[src/hw/rtl/pacl_pkg.sv]
package pacl_pkg;

  localparam int DEFAULT_TABLE_DEPTH = 128;
  localparam int ENTRY_SPAN          = 128;

  localparam int OP_W      = 2;
  localparam int INDEX_W   = 7;
  localparam int WORD_W    = 32;
  localparam int OWNER_W   = 3;
  localparam int ADDR_W    = 16;
  localparam int STATUS_W  = 2;
  localparam int CMD_W     = 28;
  localparam int PID_W     = 12;
  localparam int SLAVE_W   = 4;
  localparam int COUNT_W   = 11;
  localparam int CFG_IDX_W = 1;
  localparam int CFG_DAT_W = 11;

  localparam logic [WORD_W-1:0] READ_BASE    = 32'h0E60_0000;
  localparam logic [WORD_W-1:0] WRITE_BASE   = 32'h0C60_0000;
  localparam int                READ_SHIFT   = 7;
  localparam int                WRITE_SHIFT  = 16;
  localparam int                OPCODE_BIT   = 27;
  localparam int                ADDR_LO_BIT  = 4;

  localparam logic [CFG_IDX_W-1:0] REG_ACTIVE_ENTRIES = 1'd0;
  localparam logic [CFG_IDX_W-1:0] REG_SLAVE_ID       = 1'd1;

  localparam logic [SLAVE_W-1:0] SLAVE_ID_RESET = 4'd2;

  typedef enum logic [OP_W-1:0] {
    OP_LOAD_MAP   = 2'd0,
    OP_LOAD_OWNER = 2'd1,
    OP_READ       = 2'd2,
    OP_WRITE      = 2'd3
  } op_t;

  typedef enum logic [STATUS_W-1:0] {
    STATUS_OK        = 2'd0,
    STATUS_NOT_FOUND = 2'd1,
    STATUS_DENIED    = 2'd2
  } status_t;

  typedef enum logic [1:0] {
    S_IDLE,
    S_SCAN,
    S_FINISH
  } state_t;

  typedef struct packed {
    logic accept;
    logic issue;
    logic capture;
  } cmd_t;

  typedef struct packed {
    logic in_is_lookup;
    logic issue_done;
    logic hit;
    logic rd_pending;
    logic out_free;
  } stat_t;

endpackage

[src/hw/rtl/pacl_ctrl.sv]
module pacl_ctrl
  import pacl_pkg::*;
(
  input  logic  clk,
  input  logic  rst,
  input  logic  in_valid,
  output logic  in_stall,
  input  stat_t stat,
  output cmd_t  cmd
);

  state_t state;
  state_t state_next;

  always_ff @(posedge clk) begin
    if (rst) begin
      state <= S_IDLE;
    end else begin
      state <= state_next;
    end
  end

  always_comb begin
    state_next = state;
    cmd        = '0;
    in_stall   = 1'b1;
    case (state)
      S_IDLE: begin
        in_stall   = 1'b0;
        cmd.accept = in_valid;
        if (in_valid) begin
          state_next = stat.in_is_lookup ? S_SCAN : S_FINISH;
        end
      end
      S_SCAN: begin
        cmd.issue = !stat.issue_done && !stat.hit;
        // wait for the last read in flight to be judged
        if (stat.hit || (stat.issue_done && !stat.rd_pending)) begin
          state_next = S_FINISH;
        end
      end
      S_FINISH: begin
        if (stat.out_free) begin
          cmd.capture = 1'b1;
          state_next  = S_IDLE;
        end
      end
      default: begin
        state_next = S_IDLE;
      end
    endcase
  end

endmodule

[src/hw/rtl/pacl_datapath.sv]
module pacl_datapath
  import pacl_pkg::*;
#(
  parameter int TABLE_DEPTH = DEFAULT_TABLE_DEPTH
) (
  input  logic                 clk,
  input  logic                 rst,
  input  logic                 cfg_write,
  input  logic [CFG_IDX_W-1:0] cfg_index,
  input  logic [CFG_DAT_W-1:0] cfg_data,
  input  logic [OP_W-1:0]      operation,
  input  logic [INDEX_W-1:0]   entry_index,
  input  logic [WORD_W-1:0]    map_word,
  input  logic [OWNER_W-1:0]   owner_code,
  input  logic [ADDR_W-1:0]    register_address,
  input  cmd_t                 cmd,
  output stat_t                stat,
  output logic                 out_valid,
  input  logic                 out_stall,
  output logic [STATUS_W-1:0]  status,
  output logic [INDEX_W-1:0]   found_index,
  output logic [WORD_W-1:0]    channel_address,
  output logic [CMD_W-1:0]     command_word
);

  // only entries reachable by entry_index are stored
  localparam int STORE_DEPTH = (TABLE_DEPTH < ENTRY_SPAN) ? TABLE_DEPTH : ENTRY_SPAN;
  localparam int IDX_W       = (STORE_DEPTH > 1) ? $clog2(STORE_DEPTH) : 1;
  localparam int CNT_W       = $clog2(STORE_DEPTH + 1);
  localparam logic [COUNT_W:0]   DEPTH_C   = (COUNT_W + 1)'(TABLE_DEPTH);
  localparam logic [COUNT_W:0]   STORE_WC  = (COUNT_W + 1)'(STORE_DEPTH);
  localparam logic [CNT_W-1:0]   STORE_C   = CNT_W'(STORE_DEPTH);
  localparam logic [INDEX_W:0]   STORE_IDX = (INDEX_W + 1)'(STORE_DEPTH);

  // configuration registers
  logic [COUNT_W-1:0] active_entries;
  logic [SLAVE_W-1:0] slave_id;

  always_ff @(posedge clk) begin
    if (rst) begin
      active_entries <= '0;
      slave_id       <= SLAVE_ID_RESET;
    end else if (cfg_write) begin
      case (cfg_index)
        REG_ACTIVE_ENTRIES: active_entries <= cfg_data;
        REG_SLAVE_ID:       slave_id       <= cfg_data[SLAVE_W-1:0];
        default:            ;
      endcase
    end
  end

  // table storage
  logic [PID_W-1:0]   pid_mem   [STORE_DEPTH];
  logic [OWNER_W-1:0] owner_mem [STORE_DEPTH];
  logic [STORE_DEPTH-1:0] nonzero;
  logic [STORE_DEPTH-1:0] owner_set;

  op_t              in_op;
  logic             in_range;
  logic [IDX_W-1:0] wr_idx;

  assign in_op    = op_t'(operation);
  assign in_range = {1'b0, entry_index} < STORE_IDX;
  assign wr_idx   = entry_index[IDX_W-1:0];

  always_ff @(posedge clk) begin
    if (cmd.accept && in_range && in_op == OP_LOAD_MAP) begin
      pid_mem[wr_idx] <= map_word[PID_W+7:8];
    end
    if (cmd.accept && in_range && in_op == OP_LOAD_OWNER) begin
      owner_mem[wr_idx] <= owner_code;
    end
  end

  always_ff @(posedge clk) begin
    if (rst) begin
      nonzero   <= '0;
      owner_set <= '0;
    end else if (cmd.accept && in_range) begin
      if (in_op == OP_LOAD_MAP) begin
        nonzero[wr_idx] <= (map_word != '0);
      end
      if (in_op == OP_LOAD_OWNER) begin
        owner_set[wr_idx] <= 1'b1;
      end
    end
  end

  // lookup setup
  logic [COUNT_W:0] count_eff;
  logic [CNT_W-1:0] limit_in;

  always_comb begin
    if (active_entries == '0 || {1'b0, active_entries} > DEPTH_C) begin
      count_eff = DEPTH_C;
    end else begin
      count_eff = {1'b0, active_entries};
    end
    if (count_eff > STORE_WC) begin
      limit_in = STORE_C;
    end else begin
      limit_in = count_eff[CNT_W-1:0];
    end
  end

  op_t          op_q;
  logic [PID_W-1:0] pid_q;
  logic [7:0]   addr_lo;
  logic [CNT_W-1:0] limit;
  logic [CNT_W-1:0] cnt;

  // registered read of one entry
  logic             rd_valid;
  logic [IDX_W-1:0] rd_index;
  logic [PID_W-1:0] rd_pid;
  logic [OWNER_W-1:0] rd_owner;
  logic             rd_nz;
  logic             rd_own_set;

  logic             hit;
  logic [IDX_W-1:0] hit_idx;
  logic             first_found;
  logic [IDX_W-1:0] first_idx;

  logic match;
  logic owner_free;

  assign match      = rd_valid && !hit && rd_nz && (rd_pid == pid_q);
  assign owner_free = !rd_own_set || (rd_owner == '0);

  always_ff @(posedge clk) begin
    if (cmd.accept) begin
      op_q    <= in_op;
      pid_q   <= {slave_id, register_address[15:8]};
      addr_lo <= register_address[7:0];
      limit   <= limit_in;
    end
    if (cmd.issue) begin
      rd_index   <= cnt[IDX_W-1:0];
      rd_pid     <= pid_mem[cnt[IDX_W-1:0]];
      rd_owner   <= owner_mem[cnt[IDX_W-1:0]];
      rd_nz      <= nonzero[cnt[IDX_W-1:0]];
      rd_own_set <= owner_set[cnt[IDX_W-1:0]];
    end
    if (match && !first_found) begin
      first_idx <= rd_index;
    end
    if (match && owner_free) begin
      hit_idx <= rd_index;
    end
  end

  always_ff @(posedge clk) begin
    if (rst) begin
      cnt         <= '0;
      rd_valid    <= 1'b0;
      hit         <= 1'b0;
      first_found <= 1'b0;
    end else if (cmd.accept) begin
      cnt         <= '0;
      rd_valid    <= 1'b0;
      hit         <= 1'b0;
      first_found <= 1'b0;
    end else begin
      rd_valid <= cmd.issue;
      if (cmd.issue) begin
        cnt <= cnt + 1'b1;
      end
      if (match) begin
        first_found <= 1'b1;
      end
      if (match && owner_free) begin
        hit <= 1'b1;
      end
    end
  end

  // result selection
  logic               lookup_q;
  logic               take;
  logic [IDX_W-1:0]   chosen;
  logic [INDEX_W-1:0] chosen_ext;
  logic [STATUS_W-1:0]  res_status;
  logic [WORD_W-1:0]  res_addr;
  logic [CMD_W-1:0]   res_cmd;
  logic [CMD_W-1:0]   lo_field;

  assign lookup_q   = (op_q == OP_READ) || (op_q == OP_WRITE);
  assign chosen     = hit ? hit_idx : first_idx;
  assign chosen_ext = INDEX_W'(chosen);
  assign lo_field   = CMD_W'({addr_lo, {ADDR_LO_BIT{1'b0}}});

  always_comb begin
    take       = hit || (first_found && op_q == OP_READ);
    res_status = STATUS_OK;
    res_addr   = '0;
    res_cmd    = '0;
    if (lookup_q) begin
      if (!take) begin
        res_status = (op_q == OP_WRITE) ? STATUS_DENIED : STATUS_NOT_FOUND;
      end else if (op_q == OP_WRITE) begin
        res_addr = WRITE_BASE + (WORD_W'(chosen_ext) << WRITE_SHIFT);
        res_cmd  = lo_field;
      end else begin
        res_addr = READ_BASE + (WORD_W'(chosen_ext) << READ_SHIFT);
        res_cmd  = lo_field | (CMD_W'(1) << OPCODE_BIT);
      end
    end
  end

  always_ff @(posedge clk) begin
    if (rst) begin
      out_valid <= 1'b0;
    end else if (cmd.capture) begin
      out_valid <= 1'b1;
    end else if (!out_stall) begin
      out_valid <= 1'b0;
    end
  end

  always_ff @(posedge clk) begin
    if (cmd.capture) begin
      status          <= res_status;
      found_index     <= (lookup_q && take) ? chosen_ext : '0;
      channel_address <= res_addr;
      command_word    <= res_cmd;
    end
  end

  assign stat.in_is_lookup = (in_op == OP_READ) || (in_op == OP_WRITE);
  assign stat.issue_done   = (cnt == limit);
  assign stat.hit          = hit;
  assign stat.rd_pending   = rd_valid;
  assign stat.out_free     = !out_valid || !out_stall;

endmodule

[src/hw/rtl/pmic_arbiter_channel_lookup_top.sv]
// channel lookup for a peripheral bus arbiter
// input channel (in_valid / in_stall) carries one item per transfer: a map
// entry load, an owner entry load, or a read or write lookup of a register
// address. every item gives exactly one result on the output channel
// (out_valid / out_stall).
// loads write the table in the cycle of the transfer; their result is
// captured once the output register is free. a lookup reads one table
// entry per cycle from the table memory, starting at entry 0, and stops
// at the first matching entry whose owner is zero or at the end of the
// active range (at most 128 entries). its result is captured after the
// last entry read has been judged and the output register is free.
// one item is worked on at a time; the next item is taken as soon as the
// current result sits in the output register, even while it is stalled.
// a stalled result holds the output register and the next finished item
// waits until it is taken.
// reset clears the configuration registers (active_entries 0, slave_id 2),
// the entry valid flags and the owner flags, so the table reads as empty
// right away with no clearing pass. configuration writes land at once.
module pmic_arbiter_channel_lookup_top
  import pacl_pkg::*;
#(
  parameter int TABLE_DEPTH = DEFAULT_TABLE_DEPTH
) (
  input  logic                 clk,
  input  logic                 rst,
  input  logic                 cfg_write,
  input  logic [CFG_IDX_W-1:0] cfg_index,
  input  logic [CFG_DAT_W-1:0] cfg_data,
  input  logic                 in_valid,
  output logic                 in_stall,
  input  logic [OP_W-1:0]      operation,
  input  logic [INDEX_W-1:0]   entry_index,
  input  logic [WORD_W-1:0]    map_word,
  input  logic [OWNER_W-1:0]   owner_code,
  input  logic [ADDR_W-1:0]    register_address,
  output logic                 out_valid,
  input  logic                 out_stall,
  output logic [STATUS_W-1:0]  status,
  output logic [INDEX_W-1:0]   found_index,
  output logic [WORD_W-1:0]    channel_address,
  output logic [CMD_W-1:0]     command_word
);

  cmd_t  cmd;
  stat_t stat;

  pacl_ctrl u_ctrl (
    .clk      (clk),
    .rst      (rst),
    .in_valid (in_valid),
    .in_stall (in_stall),
    .stat     (stat),
    .cmd      (cmd)
  );

  pacl_datapath #(
    .TABLE_DEPTH (TABLE_DEPTH)
  ) u_datapath (
    .clk              (clk),
    .rst              (rst),
    .cfg_write        (cfg_write),
    .cfg_index        (cfg_index),
    .cfg_data         (cfg_data),
    .operation        (operation),
    .entry_index      (entry_index),
    .map_word         (map_word),
    .owner_code       (owner_code),
    .register_address (register_address),
    .cmd              (cmd),
    .stat             (stat),
    .out_valid        (out_valid),
    .out_stall        (out_stall),
    .status           (status),
    .found_index      (found_index),
    .channel_address  (channel_address),
    .command_word     (command_word)
  );

endmodule

[config.mk]
export PLATFORM = sky130hd
export DESIGN_NAME = pmic_arbiter_channel_lookup_top
export DESIGN_NICKNAME = d
export VERILOG_FILES = /design/src/hw/rtl/pacl_pkg.sv /design/src/hw/rtl/pacl_ctrl.sv /design/src/hw/rtl/pacl_datapath.sv /design/src/hw/rtl/pmic_arbiter_channel_lookup_top.sv
export SDC_FILE = /design/constraint.sdc
export NUM_CORES = 2
export LEC_CHECK = 0
export BUFFER_PORTS_ARGS = -buffer_cell sky130_fd_sc_hd__buf_2
export CORE_UTILIZATION = 46
export DETAILED_ROUTE_END_ITERATION = 12
export PLACE_DENSITY_LB_ADDON = 0.2
export SYNTH_ARGS = -nofsm -noshare
export SYNTH_HDL_FRONTEND = slang
export SYNTH_SLANG_ARGS = --single-unit
export TNS_END_PERCENT = 100
[constraint.sdc]
create_clock -name clk -period 3.85 [get_ports clk]
set_clock_uncertainty 0.1 [all_clocks]
set_input_delay 0.5775 -clock clk [delete_from_list [all_inputs] [get_ports clk]]
set_output_delay 0.5775 -clock clk [all_outputs]
set_load 0.03 [all_outputs]
==> metrics.md <==
| Metric | Value |
|---|---|
| Largest delay contributor family on the critical path | multiplexers |
| Crit Reg-Reg Endpoint | u_datapath.rd_owner[0] |
| Worst Path Max Fanout | 41 |
| Post-Syn Area | 90250 um^2 |
| Fraction of registers with async set or reset after synthesis | 0 |
| Post-synthesis sequential area ratio | 0.7360 |
| WL/cell | 30.57 um |
| Vias in the first global route | 48570 |
| Startpoint types | register |
| NumNets Final | 5536 |
| Hold WC Path Type | input pin to register |
| Vert. Die Dim | 445.0 um |
| Hold Path Origin | map_word[9] |
| WP buf/inv | 1 |
| Reg2reg setup slack | 0.13 ns |
| Top Ports | around 150 |
| Die X-Extent | 445.0 um |
| Critical path's largest stage delay | 0.82 ns |
| Critical path's slowest cell | nor4_1 |
| Clock Pin Slew Worst Setup and Hold Paths | around 0.060 ns |
| Final design utilization | 0.5326 |
| Number of fill cells in the layout | between 15000 and 20000 |
| Max Cap Viol | 0 |
| Place WS | -0.1467 ns |
| IO Port Bufs | approximately 110 |
| Required time of the worst setup path | 4.30 ns |
| Clock Latency Late Sink | approximately 0.85 ns |
| Core Rows | ~160 |
| Commonest cells in the netlist | edfxtp_1, nor2_1, mux4_2 |
| Grt ovf | 0 |
| Max Slew Vio Count | 0 |
| Post-route ant nets | 0 |
| Proportion of layout cells with a drive suffix above 1 | 0.2476 |
| All-layer global routing usage | 0.2545 |
| Cell variety after synth | 75 |
| Synth top area share | 0.6727 |
| Initial antenna violation count | 19 |
| Ys Warns | 0 |
| Largest net degree at the start of global routing | 144 |
| Final hold slack | 0.07864 ns |
| Final worst slack | 0.1340 ns |
| Post-route DRC | 0 |
| Clock buffer count from CTS | 227 |
| Final min period | 3.716 ns |
| Worst slew margin | 0.1179 |
| Number of enable flip-flop cells after synthesis | 2022 |
| Core area | 195000 um^2 |
| Wirelength, routed | 253.5 mm |
| CP Class | register to register |
| CTS tree | done |
| Period utilization | 0.9652 |
| Drt initial violations | 5530 |
| Syn_area_per_cell | 17.99 um^2 |
| # setup viols final | 0 |
| CP Capture Type | register |
| Synth Register Bits | 2307 |
| RSZ-0062 raised after global routing | no |
| Via density | 5.950 |
| PwrDens | 494.3 nW/um^2 |
| Worst VDD drop | 0.0004834 V |
| Fmax | 0.2691 GHz |
| Hold path endpoint | u_datapath.pid_mem[14][1] |
| LEAKAGE | 32.99 nW |
| FF-to-FF Start | u_datapath.cnt[1] |
| Syn Inst Count | 5018 |
| Gpl congestion | 0.8811 |
| First-pass GRT wire length | approximately 360 mm |
| Htree depth | 4 |
| Setup Buffers After CTS | 0 |
| Root Driver | clkbuf_16 |
| Initial Util | 0.4629 |
| R2R depth | 6 |
| DIE AREA | 198000 um^2 |
| Vias | 49340 |
| Number of hold violations in the final report | 0 |
| Clock Sinks | 2307 |
| DP HPWL | 156.7 mm |
| Count leader, synth | edfxtp_1 |
| CP Cell Sequence | buf_12 -> mux4_2 -> mux2i_1 -> o22ai_1 -> nor4_1 -> a22oi_1 |
| Clk buf depth | 3 |
| Predominant post-synthesis flop cell | edfxtp_1 |
| Hold path depth | 1 |
| Critical Path AT | approximately 4.2 ns |
| Area grow syn2layout | 15.06% |
| Status | finished, final reports clean |
| Cell taking the most area after synthesis | edfxtp_1 |
| Worst slew pin tran | 1.323 ns |
| First-pass iteration count of the detailed router | 6 |
| Area contributors post-synth | edfxtp_1, mux4_2, dfxtp_1 |
-- registers in the layout, summed over array words and instances (netlist names), 11 cells and up --
signal                      flops
u_datapath.active_entries      11
u_datapath.channel_address     17
u_datapath.nonzero            128
u_datapath.owner_mem          384
u_datapath.owner_set          128
u_datapath.pid_mem           1536
u_datapath.pid_q               12
u_datapath.rd_pid              12
-- worst max-delay path by stage --
stage | from | end | cells after the start
floorplan | out_stall | u_datapath.channel_address[10] | 1
CTS | u_datapath.cnt[0] | u_datapath.rd_pid[4] | 7
finish | u_datapath.cnt[1] | u_datapath.rd_owner[0] | 6
global route | u_datapath.cnt[1] | u_datapath.rd_owner[0] | 6
global placement | u_datapath.cnt[0] | u_datapath.rd_pid[5] | 7
detailed placement | u_datapath.cnt[0] | u_datapath.rd_pid[5] | 7
-- final cells by class --
type,instances,area [um^2],area share
multi-input combinational,2357,22100,0.2128
timing repair buffer,548,4443,0.04278
inverter,16,65.06,0.0006265
sequential,2307,66440,0.6398
antenna,10,25.02,0.0002410
clock buffer,331,6362,0.06127
tap,2624,3283,0.03162
clock inverter,100,1124,0.01082
-- kinds of logic (layout without fill, tap and decap cells) --
family,after synthesis,after routing,share of synthesized area
buffers and inverters,386,995,0.02165
AO/OA/AOI/OAI,629,629,0.04869
XOR/XNOR,23,23,0.002232
AND/OR/NAND/NOR,923,923,0.04704
other,1,43,0.00004155
multiplexers,747,747,0.1441
flip-flops,2307,2307,0.7360
adder cells (fa/ha/maj),2,2,0.0002772
-- power by group --
part / leakage (nW) / internal [W] / total (W) / switching (W)
Combinational: 8.84 / 0.000538 / 0.00171 / 0.00117
Sequential: 20.5 / 0.0273 / 0.0273 / 0.0000717
Clock: 3.65 / 0.0127 / 0.0223 / 0.00952
-- per-layer routing --
layer / wire length, um / vias to the layer above / track usage
li1: - / 20900 / -
met1: 100800 / 25900 / 0.3430
met2: 122800 / 2124 / 0.4106
met3: 20010 / 420 / 0.04831
met4: 9896 / 6 / 0.09819
met5: 40 / - / 0
-- what timing repair did --
action,in CTS,in global routing
hold buffers,37,0
pin swaps,0,0
gates resized for setup,1,2
endpoints found under the setup margin,1,2
hold endpoints to repair,42,0
cloned,0,0
-- through the flow --
step / power [W] / std cells / area, um^2 / TNS (ns)
2_1_floorplan: 0.02873 / 5050 / 90370 / 0
3_3_place_gp: 0.02954 / 7815 / 95950 / -0.1136
3_5_place_dp: 0.02957 / 7815 / 95950 / -0.1467
4_1_cts: 0.05165 / 8283 / 103800 / 0
5_1_grt: 0.05263 / 8291 / 103800 / 0
6_report: 0.05133 / 8293 / 103800 / 0
-- cells in the final DEF (no fill, tap or decap), drive strengths merged, types with 7 or more instances in the layout --
| cell | count |
|---|---|
| o21a | 65 |
| a32oi | 8 |
| clkbuf | 332 |
| nor2 | 520 |
| dfxtp | 285 |
| diode | 10 |
| xor2 | 12 |
| edfxtp | 2022 |
| mux2i | 252 |
| nand4 | 15 |
| mux2 | 59 |
| a211o | 11 |
| clkinv | 69 |
| bufinv | 19 |
| buf | 510 |
| o22ai | 67 |
| mux4 | 436 |
| a221oi | 11 |
| a22oi | 56 |
| conb | 33 |
| nand2 | 174 |
| or3 | 37 |
| o21ai | 57 |
| nand3 | 27 |
| a21oi | 123 |
| o211ai | 7 |
| nor2b | 41 |
| o221ai | 15 |
| dlygate4sd3 | 37 |
| and2 | 26 |
| inv | 23 |
| nor3 | 7 |
| nor4 | 24 |
| xnor2 | 11 |
| a211oi | 130 |
| nor4b | 12 |
| o32a | 8 |
| a2111oi | 21 |
Note: power is estimated with default switching activity, not from simulation.
